**src/dhms_pkg.sv**
```systemverilog
// ----------------------------------------------------------------------------
// dhms_pkg
// Shared constants, codes and stage types of the duration accumulator.
// ----------------------------------------------------------------------------
`default_nettype none

package dhms_pkg;

  localparam int DAY_BITS = 16;

  localparam int SEC_PER_MIN  = 60;
  localparam int MIN_PER_HOUR = 60;
  localparam int HOUR_PER_DAY = 24;
  localparam int SEC_PER_HOUR = 3600;
  localparam int SEC_PER_DAY  = 86400;

  localparam int HOUR_LIMIT = 23;
  localparam int MIN_LIMIT  = 59;
  localparam int SEC_LIMIT  = 59;

  // normalized amount days: 16-bit input plus a carry of at most ten
  localparam int ADAY_W = 17;
  localparam int DSUM_W = ((DAY_BITS > ADAY_W) ? DAY_BITS : ADAY_W) + 1;
  localparam int TOT_W  = 33;
  localparam int TFULL_W = DAY_BITS + 17;

  localparam logic [DAY_BITS-1:0] DAY_MAX = '1;

  typedef enum logic [1:0] {
    OP_LOAD = 2'd0,
    OP_ADD  = 2'd1,
    OP_SUB  = 2'd2,
    OP_NONE = 2'd3
  } op_t;

  typedef enum logic [1:0] {
    ST_OK    = 2'd0,
    ST_RANGE = 2'd1,
    ST_UNDER = 2'd2,
    ST_OVER  = 2'd3
  } status_t;

  // amount after radix normalization, plus load range check
  typedef struct packed {
    op_t               op;
    logic              range_ok;
    logic [ADAY_W-1:0] days;
    logic [4:0]        hours;
    logic [5:0]        minutes;
    logic [5:0]        seconds;
  } amt_t;

  // stored duration after a command, with its status
  typedef struct packed {
    logic [DAY_BITS-1:0] days;
    logic [4:0]          hours;
    logic [5:0]          minutes;
    logic [5:0]          seconds;
    status_t             status;
  } dur_t;

endpackage

`default_nettype wire

```
**src/dhms_cmd_if.sv**
```systemverilog
// ----------------------------------------------------------------------------
// dhms_cmd_if
// Command channel: op and amount fields with valid/ready.
// ----------------------------------------------------------------------------
`default_nettype none

interface dhms_cmd_if;
  logic        valid;
  logic        ready;
  logic [1:0]  op;
  logic [15:0] amount_days;
  logic [7:0]  amount_hours;
  logic [7:0]  amount_minutes;
  logic [7:0]  amount_seconds;

  modport source (
    output valid, op, amount_days, amount_hours, amount_minutes, amount_seconds,
    input  ready
  );
  modport sink (
    input  valid, op, amount_days, amount_hours, amount_minutes, amount_seconds,
    output ready
  );
endinterface

`default_nettype wire

```
**src/dhms_res_if.sv**
```systemverilog
// ----------------------------------------------------------------------------
// dhms_res_if
// Result channel: stored duration, total seconds and status with valid/ready.
// ----------------------------------------------------------------------------
`default_nettype none

interface dhms_res_if;
  logic        valid;
  logic        ready;
  logic [15:0] cur_days;
  logic [4:0]  cur_hours;
  logic [5:0]  cur_minutes;
  logic [5:0]  cur_seconds;
  logic [32:0] total_secs;
  logic [1:0]  status;

  modport source (
    output valid, cur_days, cur_hours, cur_minutes, cur_seconds, total_secs, status,
    input  ready
  );
  modport sink (
    input  valid, cur_days, cur_hours, cur_minutes, cur_seconds, total_secs, status,
    output ready
  );
endinterface

`default_nettype wire

```
**src/dhms_amt_norm.sv**
```systemverilog
// ----------------------------------------------------------------------------
// dhms_amt_norm
// Input stage: folds amount fields over their radix into carries and
// registers the normalized amount together with the load range check.
// ----------------------------------------------------------------------------
`default_nettype none

module dhms_amt_norm (
  input  logic          clk,
  input  logic          rst,
  dhms_cmd_if.sink      cmd,
  output dhms_pkg::amt_t amt,
  output logic          amt_valid,
  input  logic          amt_ready
);
  import dhms_pkg::*;

  function automatic logic [2:0] quo60(input logic [8:0] v);
    logic [2:0] q;
    q = '0;
    for (int k = 1; k <= 4; k++) begin
      if (v >= 9'(k * SEC_PER_MIN)) q = 3'(k);
    end
    return q;
  endfunction

  function automatic logic [3:0] quo24(input logic [8:0] v);
    logic [3:0] q;
    q = '0;
    for (int k = 1; k <= 10; k++) begin
      if (v >= 9'(k * HOUR_PER_DAY)) q = 4'(k);
    end
    return q;
  endfunction

  logic [2:0] s_q, m_q;
  logic [3:0] h_q;
  logic [8:0] m_v, h_v;
  amt_t       amt_next;

  always_comb begin
    s_q = quo60(9'(cmd.amount_seconds));
    m_v = 9'(cmd.amount_minutes) + 9'(s_q);
    m_q = quo60(m_v);
    h_v = 9'(cmd.amount_hours) + 9'(m_q);
    h_q = quo24(h_v);

    amt_next.op      = op_t'(cmd.op);
    amt_next.seconds = 6'(9'(cmd.amount_seconds) - 9'(s_q) * 9'(SEC_PER_MIN));
    amt_next.minutes = 6'(m_v - 9'(m_q) * 9'(MIN_PER_HOUR));
    amt_next.hours   = 5'(h_v - 9'(h_q) * 9'(HOUR_PER_DAY));
    amt_next.days    = ADAY_W'(cmd.amount_days) + ADAY_W'(h_q);
    amt_next.range_ok = (cmd.amount_hours <= 8'(HOUR_LIMIT)) &&
                        (cmd.amount_minutes <= 8'(MIN_LIMIT)) &&
                        (cmd.amount_seconds <= 8'(SEC_LIMIT)) &&
                        ((32'(cmd.amount_days) >> DAY_BITS) == 32'd0);
  end

  assign cmd.ready = !amt_valid || amt_ready;

  always_ff @(posedge clk) begin
    if (rst) begin
      amt_valid <= 1'b0;
    end else if (cmd.ready) begin
      amt_valid <= cmd.valid;
    end
  end

  always_ff @(posedge clk) begin
    if (cmd.valid && cmd.ready) begin
      amt <= amt_next;
    end
  end

endmodule

`default_nettype wire

```
**src/dhms_update.sv**
```systemverilog
// ----------------------------------------------------------------------------
// dhms_update
// State stage: load, or mixed-radix add or subtract of the normalized amount against
// the stored duration, with range, underflow and overflow checks.
// ----------------------------------------------------------------------------
`default_nettype none

module dhms_update (
  input  logic           clk,
  input  logic           rst,
  input  dhms_pkg::amt_t amt,
  input  logic           amt_valid,
  output logic           amt_ready,
  output dhms_pkg::dur_t dur,
  output logic           dur_valid,
  input  logic           dur_ready
);
  import dhms_pkg::*;

  logic [DAY_BITS-1:0] day_count;
  logic [4:0]          hour_count;
  logic [5:0]          minute_count;
  logic [5:0]          second_count;

  logic                adv;
  dur_t                dur_next;

  logic [6:0]        s_sum, m_sum, s_dif, m_dif;
  logic [5:0]        h_sum, h_dif;
  logic              c0, c1, c2, b0, b1, b2;
  logic [DSUM_W-1:0] d_sum, d_dif;
  logic              over, under;

  always_comb begin
    // add, carry chain
    s_sum = 7'(second_count) + 7'(amt.seconds);
    c0    = s_sum >= 7'(SEC_PER_MIN);
    m_sum = 7'(minute_count) + 7'(amt.minutes) + 7'(c0);
    c1    = m_sum >= 7'(MIN_PER_HOUR);
    h_sum = 6'(hour_count) + 6'(amt.hours) + 6'(c1);
    c2    = h_sum >= 6'(HOUR_PER_DAY);
    d_sum = DSUM_W'(day_count) + DSUM_W'(amt.days) + DSUM_W'(c2);
    over  = d_sum > DSUM_W'(DAY_MAX);

    // subtract, borrow taken from the sign bit of each digit
    s_dif = 7'(second_count) - 7'(amt.seconds);
    b0    = s_dif[6];
    m_dif = 7'(minute_count) - 7'(amt.minutes) - 7'(b0);
    b1    = m_dif[6];
    h_dif = 6'(hour_count) - 6'(amt.hours) - 6'(b1);
    b2    = h_dif[5];
    d_dif = DSUM_W'(day_count) - DSUM_W'(amt.days) - DSUM_W'(b2);
    under = d_dif[DSUM_W-1];

    dur_next.days    = day_count;
    dur_next.hours   = hour_count;
    dur_next.minutes = minute_count;
    dur_next.seconds = second_count;
    dur_next.status  = ST_OK;

    unique case (amt.op)
      OP_LOAD: begin
        if (amt.range_ok) begin
          dur_next.days    = DAY_BITS'(amt.days);
          dur_next.hours   = amt.hours;
          dur_next.minutes = amt.minutes;
          dur_next.seconds = amt.seconds;
        end else begin
          dur_next.status = ST_RANGE;
        end
      end
      OP_ADD: begin
        if (over) begin
          dur_next.status = ST_OVER;
        end else begin
          dur_next.days    = DAY_BITS'(d_sum);
          dur_next.hours   = c2 ? 5'(h_sum - 6'(HOUR_PER_DAY)) : 5'(h_sum);
          dur_next.minutes = c1 ? 6'(m_sum - 7'(MIN_PER_HOUR)) : 6'(m_sum);
          dur_next.seconds = c0 ? 6'(s_sum - 7'(SEC_PER_MIN)) : 6'(s_sum);
        end
      end
      OP_SUB: begin
        if (under) begin
          dur_next.status = ST_UNDER;
        end else begin
          dur_next.days    = DAY_BITS'(d_dif);
          dur_next.hours   = b2 ? 5'(h_dif + 6'(HOUR_PER_DAY)) : 5'(h_dif);
          dur_next.minutes = b1 ? 6'(m_dif + 7'(MIN_PER_HOUR)) : 6'(m_dif);
          dur_next.seconds = b0 ? 6'(s_dif + 7'(SEC_PER_MIN)) : 6'(s_dif);
        end
      end
      OP_NONE: begin
      end
      default: begin
      end
    endcase
  end

  assign amt_ready = !dur_valid || dur_ready;
  assign adv       = amt_valid && amt_ready;

  always_ff @(posedge clk) begin
    if (rst) begin
      day_count    <= '0;
      hour_count   <= '0;
      minute_count <= '0;
      second_count <= '0;
      dur_valid    <= 1'b0;
    end else begin
      if (amt_ready) dur_valid <= amt_valid;
      if (adv) begin
        day_count    <= dur_next.days;
        hour_count   <= dur_next.hours;
        minute_count <= dur_next.minutes;
        second_count <= dur_next.seconds;
      end
    end
  end

  always_ff @(posedge clk) begin
    if (adv) begin
      dur <= dur_next;
    end
  end

`ifndef SYNTHESIS
  a_state_norm: assert property (@(posedge clk) disable iff (rst)
    hour_count < 5'(HOUR_PER_DAY) && minute_count < 6'(MIN_PER_HOUR) &&
    second_count < 6'(SEC_PER_MIN))
    else $error("stored duration not normalized");

  a_reject_keeps: assert property (@(posedge clk) disable iff (rst)
    (adv && dur_next.status != ST_OK) |=>
      ($stable(day_count) && $stable(hour_count) &&
       $stable(minute_count) && $stable(second_count)))
    else $error("rejected command changed the stored duration");

  a_result_matches_state: assert property (@(posedge clk) disable iff (rst)
    dur_valid |-> (dur.days == day_count && dur.hours == hour_count &&
                   dur.minutes == minute_count && dur.seconds == second_count))
    else $error("pending result differs from stored duration");

  a_load_taken: assert property (@(posedge clk) disable iff (rst)
    (adv && amt.op == OP_LOAD && amt.range_ok) |=>
      (hour_count == $past(amt.hours) && minute_count == $past(amt.minutes) &&
       second_count == $past(amt.seconds)))
    else $error("valid load not stored");
`endif

endmodule

`default_nettype wire

```
**src/dhms_total.sv**
```systemverilog
// ----------------------------------------------------------------------------
// dhms_total
// Output stage: converts the stored duration to total seconds and holds
// the result transaction until it is taken.
// ----------------------------------------------------------------------------
`default_nettype none

module dhms_total (
  input  logic           clk,
  input  logic           rst,
  input  dhms_pkg::dur_t dur,
  input  logic           dur_valid,
  output logic           dur_ready,
  dhms_res_if.source     res
);
  import dhms_pkg::*;

  logic               out_valid;
  dur_t               out_dur;
  logic [TOT_W-1:0]   out_total;
  logic [TFULL_W-1:0] total_full;

  always_comb begin
    total_full = TFULL_W'(dur.days) * TFULL_W'(SEC_PER_DAY) +
                 TFULL_W'(dur.hours) * TFULL_W'(SEC_PER_HOUR) +
                 TFULL_W'(dur.minutes) * TFULL_W'(SEC_PER_MIN) +
                 TFULL_W'(dur.seconds);
  end

  assign dur_ready = !out_valid || res.ready;

  always_ff @(posedge clk) begin
    if (rst) begin
      out_valid <= 1'b0;
    end else if (dur_ready) begin
      out_valid <= dur_valid;
    end
  end

  always_ff @(posedge clk) begin
    if (dur_valid && dur_ready) begin
      out_dur   <= dur;
      out_total <= TOT_W'(total_full);
    end
  end

  assign res.valid       = out_valid;
  assign res.cur_days    = 16'(out_dur.days);
  assign res.cur_hours   = out_dur.hours;
  assign res.cur_minutes = out_dur.minutes;
  assign res.cur_seconds = out_dur.seconds;
  assign res.total_secs  = out_total;
  assign res.status      = out_dur.status;

endmodule

`default_nettype wire

```
**src/dhms_duration_accumulator.sv**
```systemverilog
// ----------------------------------------------------------------------------
// dhms_duration_accumulator
// Days/hours/minutes/seconds duration register with load, add and subtract.
// ----------------------------------------------------------------------------
// Takes one command per clock while no stage is held by backpressure and
// returns one result per command through the normalize, update and output
// registers. The amount is first folded into normalized digits with
// carries, then added to or subtracted from the stored duration digit by
// digit; the stored-state update has no inner register, which sets the
// one-command-per-cycle rate. Total seconds are formed in the output stage.
// Rejected commands (load field out of range, underflow, overflow) report
// their status and leave the stored duration as it was. Each stage holds
// its transaction under backpressure and still fills while later stages wait.
`default_nettype none

module dhms_duration_accumulator (
  input  logic       clk,
  input  logic       rst,
  dhms_cmd_if.sink   cmd,
  dhms_res_if.source res
);
  import dhms_pkg::*;

  amt_t amt;
  logic amt_valid, amt_ready;
  dur_t dur;
  logic dur_valid, dur_ready;

  dhms_amt_norm u_norm (
    .clk       (clk),
    .rst       (rst),
    .cmd       (cmd),
    .amt       (amt),
    .amt_valid (amt_valid),
    .amt_ready (amt_ready)
  );

  dhms_update u_update (
    .clk       (clk),
    .rst       (rst),
    .amt       (amt),
    .amt_valid (amt_valid),
    .amt_ready (amt_ready),
    .dur       (dur),
    .dur_valid (dur_valid),
    .dur_ready (dur_ready)
  );

  dhms_total u_total (
    .clk       (clk),
    .rst       (rst),
    .dur       (dur),
    .dur_valid (dur_valid),
    .dur_ready (dur_ready),
    .res       (res)
  );

endmodule

`default_nettype wire
```
**src/flat_wrapper.sv**
```systemverilog
// flat-port wrapper written by rule: the top's interface ports become plain ports
module dhms_duration_accumulator_flat import dhms_pkg::*;
  (clk, rst, cmd_valid, cmd_op, cmd_amount_days, cmd_amount_hours, cmd_amount_minutes, cmd_amount_seconds, cmd_ready, res_valid, res_cur_days, res_cur_hours, res_cur_minutes, res_cur_seconds, res_total_secs, res_status, res_ready);
  dhms_cmd_if cmd_i ();
  dhms_res_if res_i ();
  input  logic clk;
  input  logic rst;
  input wire logic [$bits(cmd_i.valid)-1:0] cmd_valid;
  input wire logic [$bits(cmd_i.op)-1:0] cmd_op;
  input wire logic [$bits(cmd_i.amount_days)-1:0] cmd_amount_days;
  input wire logic [$bits(cmd_i.amount_hours)-1:0] cmd_amount_hours;
  input wire logic [$bits(cmd_i.amount_minutes)-1:0] cmd_amount_minutes;
  input wire logic [$bits(cmd_i.amount_seconds)-1:0] cmd_amount_seconds;
  output wire logic [$bits(cmd_i.ready)-1:0] cmd_ready;
  output wire logic [$bits(res_i.valid)-1:0] res_valid;
  output wire logic [$bits(res_i.cur_days)-1:0] res_cur_days;
  output wire logic [$bits(res_i.cur_hours)-1:0] res_cur_hours;
  output wire logic [$bits(res_i.cur_minutes)-1:0] res_cur_minutes;
  output wire logic [$bits(res_i.cur_seconds)-1:0] res_cur_seconds;
  output wire logic [$bits(res_i.total_secs)-1:0] res_total_secs;
  output wire logic [$bits(res_i.status)-1:0] res_status;
  input wire logic [$bits(res_i.ready)-1:0] res_ready;
  assign cmd_i.valid = cmd_valid;
  assign cmd_i.op = cmd_op;
  assign cmd_i.amount_days = cmd_amount_days;
  assign cmd_i.amount_hours = cmd_amount_hours;
  assign cmd_i.amount_minutes = cmd_amount_minutes;
  assign cmd_i.amount_seconds = cmd_amount_seconds;
  assign cmd_ready = cmd_i.ready;
  assign res_valid = res_i.valid;
  assign res_cur_days = res_i.cur_days;
  assign res_cur_hours = res_i.cur_hours;
  assign res_cur_minutes = res_i.cur_minutes;
  assign res_cur_seconds = res_i.cur_seconds;
  assign res_total_secs = res_i.total_secs;
  assign res_status = res_i.status;
  assign res_i.ready = res_ready;
  dhms_duration_accumulator u_core (.clk(clk), .rst(rst), .cmd(cmd_i), .res(res_i));
endmodule
```
**config.mk**
```make
export PLATFORM = sky130hd
export DESIGN_NAME = dhms_duration_accumulator_flat
export DESIGN_NICKNAME = d
export VERILOG_FILES = /design/src/dhms_pkg.sv /design/src/dhms_cmd_if.sv /design/src/dhms_res_if.sv /design/src/dhms_amt_norm.sv /design/src/dhms_update.sv /design/src/dhms_total.sv /design/src/dhms_duration_accumulator.sv /design/src/flat_wrapper.sv
export SDC_FILE = /design/constraint.sdc
export NUM_CORES = 1
export LEC_CHECK = 0
export BUFFER_PORTS_ARGS = -buffer_cell sky130_fd_sc_hd__clkbuf_2
export CAP_MARGIN = 20
export CORE_MARGIN = 4
export CORE_UTILIZATION = 50
export CTS_CLUSTER_DIAMETER = 30
export DETAILED_ROUTE_END_ITERATION = 12
export PLACE_DENSITY = 0.75
export RECOVER_POWER = 25
export SLEW_MARGIN = 15
export SYNTH_ARGS = -nofsm -noshare
export SYNTH_HDL_FRONTEND = slang
export SYNTH_HIERARCHICAL = 1
export SYNTH_SLANG_ARGS = --single-unit
```
**constraint.sdc**
```tcl
create_clock -name clk -period 16.73 [get_ports clk]
set_input_delay 3.346 -clock clk [delete_from_list [all_inputs] [get_ports clk]]
set_output_delay 3.346 -clock clk [all_outputs]
set_load 0.05 [all_outputs]
```
==> metrics.md <==
| Metric | Value |
|---|---|
| Commonest non-fill, non-tap cells in the layout | `ha_1, inv_1, a21oi_1` |
| Slew HR | `-131%` |
| Yosys top cell area share | `23.1%` |
| Overflow left after global routing | `0` |
| Vias in the first global route | `between 10000 and 15000` |
| Setup TNS | `0 ns` |
| Final core occ | `a little over half` |
| Total GRT Usage | `a little over a fifth` |
| Synth Flop Type | `edfxtp_1` |
| CP peak stage delay | `~0.55 ns` |
| Top cell type by total area after synthesis | `edfxtp_1` |
| Critical path's top delay family | `compound AO/OA/AOI/OAI gates` |
| Via count | `14500` |
| Port bufs | `115` |
| FMAX | `105 MHz` |
| Tmin final | `between 9 and 10 ns` |
| RePlAce Congestion | `0.944` |
| Failing checks | `max-capacitance violations, max-slew violations` |
| Setup violators final | `0` |
| First-pass GRT wire length | `approximately 70000 µm` |
| Period utilization | `57.0%` |
| CORE AREA | `35500 µm²` |
| 1st-iter DRT viols | `966` |
| CP bufs+invs | `4` |
| CP Data Required Time | `16.92 ns` |
| DIE WIDTH | `approximately 200 µm` |
| Hold Vio Cnt, Final | `0` |
| Hold Path Class | `flop to flop` |
| Layout cell share with drive strength beyond 1 | `10.3%` |
| RSZ-0062 raised after global routing | `false` |
| Initial core utilization | `50.6%` |
| Mapped Area | `~18000 µm²` |
| Via-to-Cell Ratio | `5.84` |
| Async SR Flop Fraction | `0%` |
| # IOs | `116` |
| Max Slew Vio Count | `105` |
| Crit path max-delay cell type | `a2111o_1` |
| Max-cap violation count | `2` |
| Clock latency at the later pin of the worst-skew pair | `0.45 ns` |
| Post-DRT Antenna Nets | `0` |
| N_diodes | `0` |
| Clock sink count | `approximately 170` |
| Layout area overhead | `8.25%` |
| Worst Setup End Kind | `flop` |
| DR WL/cell | `between 15 and 20 µm` |
| Die area | `39000 µm²` |
| FF+latch count, synth | `roughly 170` |
| Clock Path Buffers | `2` |
| Peak VDD IR | `162 µV` |
| Worst-margin pin slew | `3.47 ns` |
| Status | `complete, but fails checks` |
| Postcts setup bufs | `0` |
| # fillers | `3115` |
| Cells after Synth | `1923` |
| Seq/Total Area, Yosys | `roughly 27%` |
| Detailed placement HPWL | `between 30000 and 40000 µm` |
| Htree depth | `4` |
| CP max FO | `10` |
| Number of CTS-inserted buffers | `17` |
| Leading cell type in the layout, fill and taps excluded | `ha_1` |
| Pin count of the biggest net entering global routing | `67` |
| Die H | `197 µm` |
| CTS clk-pin slew, worst paths | `0.07 ns` |
| Clk root buf | `clkbuf_16` |
| Final WL | `between 40000 and 50000 µm` |
| Unique cell type count in the Yosys netlist | `108` |
| Worst setup path class | `flop to flop` |
| Startpoint types | `flop` |
| NumNets Final | `between 2000 and 2500` |
| Hold slack | `about 0.42 ns` |
| Cell mode on critical path | `fa_1` |
| Hold-fix buffers, CTS | `0` |
| Number of antenna violations at the first check in global routing | `0` |
| Register area | `~4900 µm²` |
| Synthesized area per cell | `9.33 µm²` |
| Critical Path AT | `9.72 ns` |
| Initial DRT Pass Iterations | `6` |
| Std-Cell Rows | `69` |
| P per Cell Area | `174 nW/µm²` |
| TritonCTS clock tree | `built` |
| Clock Skew | `0.0139 ns` |
| Post-Syn Nets | `between 2000 and 2500` |
| Synth area leaders | `edfxtp_1, ha_1, fa_1` |
| Leak | `roughly 8.7 nW` |
| Drt drc | `0` |
| CTS resizes | `0` |
| Ys Warns | `6` |
| Area occupied by multi-input gates | `roughly 12000 µm²` |
| EDFF count, synth | `approximately 140` |
## where the power goes
group	switching, W	internal, W	total (W)
Clock	0.000189	0.000195	0.000385
Sequential	0.0000486	0.000619	0.000668
Combinational	0.00138	0.000955	0.00233
## layout make-up
cell class / count / share of cell area (%)
tap: 461 / 2.97
sequential: 174 / 25.0
clock buffer: 17 / 2.19
clock inverter: 15 / 0.644
multi-input combinational: 1450 / 61.2
timing repair buffer: 124 / 3.26
inverter: 245 / 4.73
## path summary, 6_finish.rpt
check | start | endpoint | slack (ns) | cells after the start
setup reg to reg | u_core/u_norm/amt[1] | u_core/u_update/dur[3] | 7.20 | 39
hold reg to reg | u_core/u_update/dur[1] | u_core/u_total/res.status[1] | 0.42 | 0
setup / recovery | u_core/u_norm/amt[1] | u_core/u_update/dur[3] | 7.20 | 39
hold / removal | u_core/u_update/dur[1] | u_core/u_total/res.status[1] | 0.42 | 0
## sequential cells by signal, summed over array words and instances, names as in the netlist
| signal | cells |
|---|---|
| u_core/u_total/res.cur_minutes | 6 |
| u_core/u_total/res.total_secs | 31 |
| u_core/u_update/day_count | 16 |
| u_core/u_total/res.status | 2 |
| u_core/u_update/second_count | 6 |
| u_core/u_update/dur | 35 |
| u_core/u_update/dur_valid | 1 |
| u_core/u_norm/amt | 37 |
| u_core/u_update/minute_count | 6 |
| u_core/u_norm/amt_valid | 1 |
| u_core/u_update/hour_count | 5 |
| u_core/u_total/res.valid | 1 |
| u_core/u_total/res.cur_days | 16 |
| u_core/u_total/res.cur_hours | 5 |
| u_core/u_total/res.cur_seconds | 6 |
## cell families after synthesis
group / after synthesis / synth area share (%)
flops: 174 / 27.1
xor+xnor: 147 / 7.29
fa+ha+maj: 317 / 24.9
compound gates: 516 / 19.6
buf+inv: 299 / 6.71
simple gates: 437 / 12.6
mux: 33 / 1.88
## cell usage after synthesis (all sizes together), types with 8 or more instances
cell and number:
o21bai 19, xor2 33, nor2b 23, mux2i 27, edfxtp 138, clkbuf 35, nor2 99, a211oi 13
xnor2 113, fa 68, nand4 15, and3 16, and2 17, or2 13, o21ai 113, a21boi 8
nor3b 10, a21oi 142, nor3 21, a21o 46, o22ai 8, nand2b 18, inv 245, a221oi 8
a31oi 11, o221ai 15, o21a 18, o211ai 26, or3 10, dfxtp 36, ha 247, nor4 8
a221o 8, nand2 129, buf 19, nand3 32, o31ai 14
## through the flow
step                      worst slack (ns)  instance area, µm²  power [W]  std cells
after floorplan                       7.78               18000    0.00257       1923
after global placement                7.27               18900    0.00291       2454
after detailed placement              6.94               18900    0.00297       2454
after CTS                             7.40               19400    0.00338       2486
after global routing                  6.63               19400    0.00368       2486
final                                 7.20               19400    0.00338       2486
## worst reg2reg max path, delay by kind of cell, from the launching register on
kind	cells	cell delay (ns)
fa+ha+maj	8	2.57
xor+xnor	1	0.24
buf+inv	4	0.51
compound gates	16	4.10
flops	1	0.42
simple gates	10	1.45
## per-layer routing
metal	share of wire, %	vias to the layer above	global-route usage [%]
met1	44	6907	29.4
li1	-	7043	-
met5	0	-	0
met4	2.1	0	5.55
met2	48	486	37.4
met3	5.9	77	2.76
No activity file was read; power rests on OpenSTA's default activity.
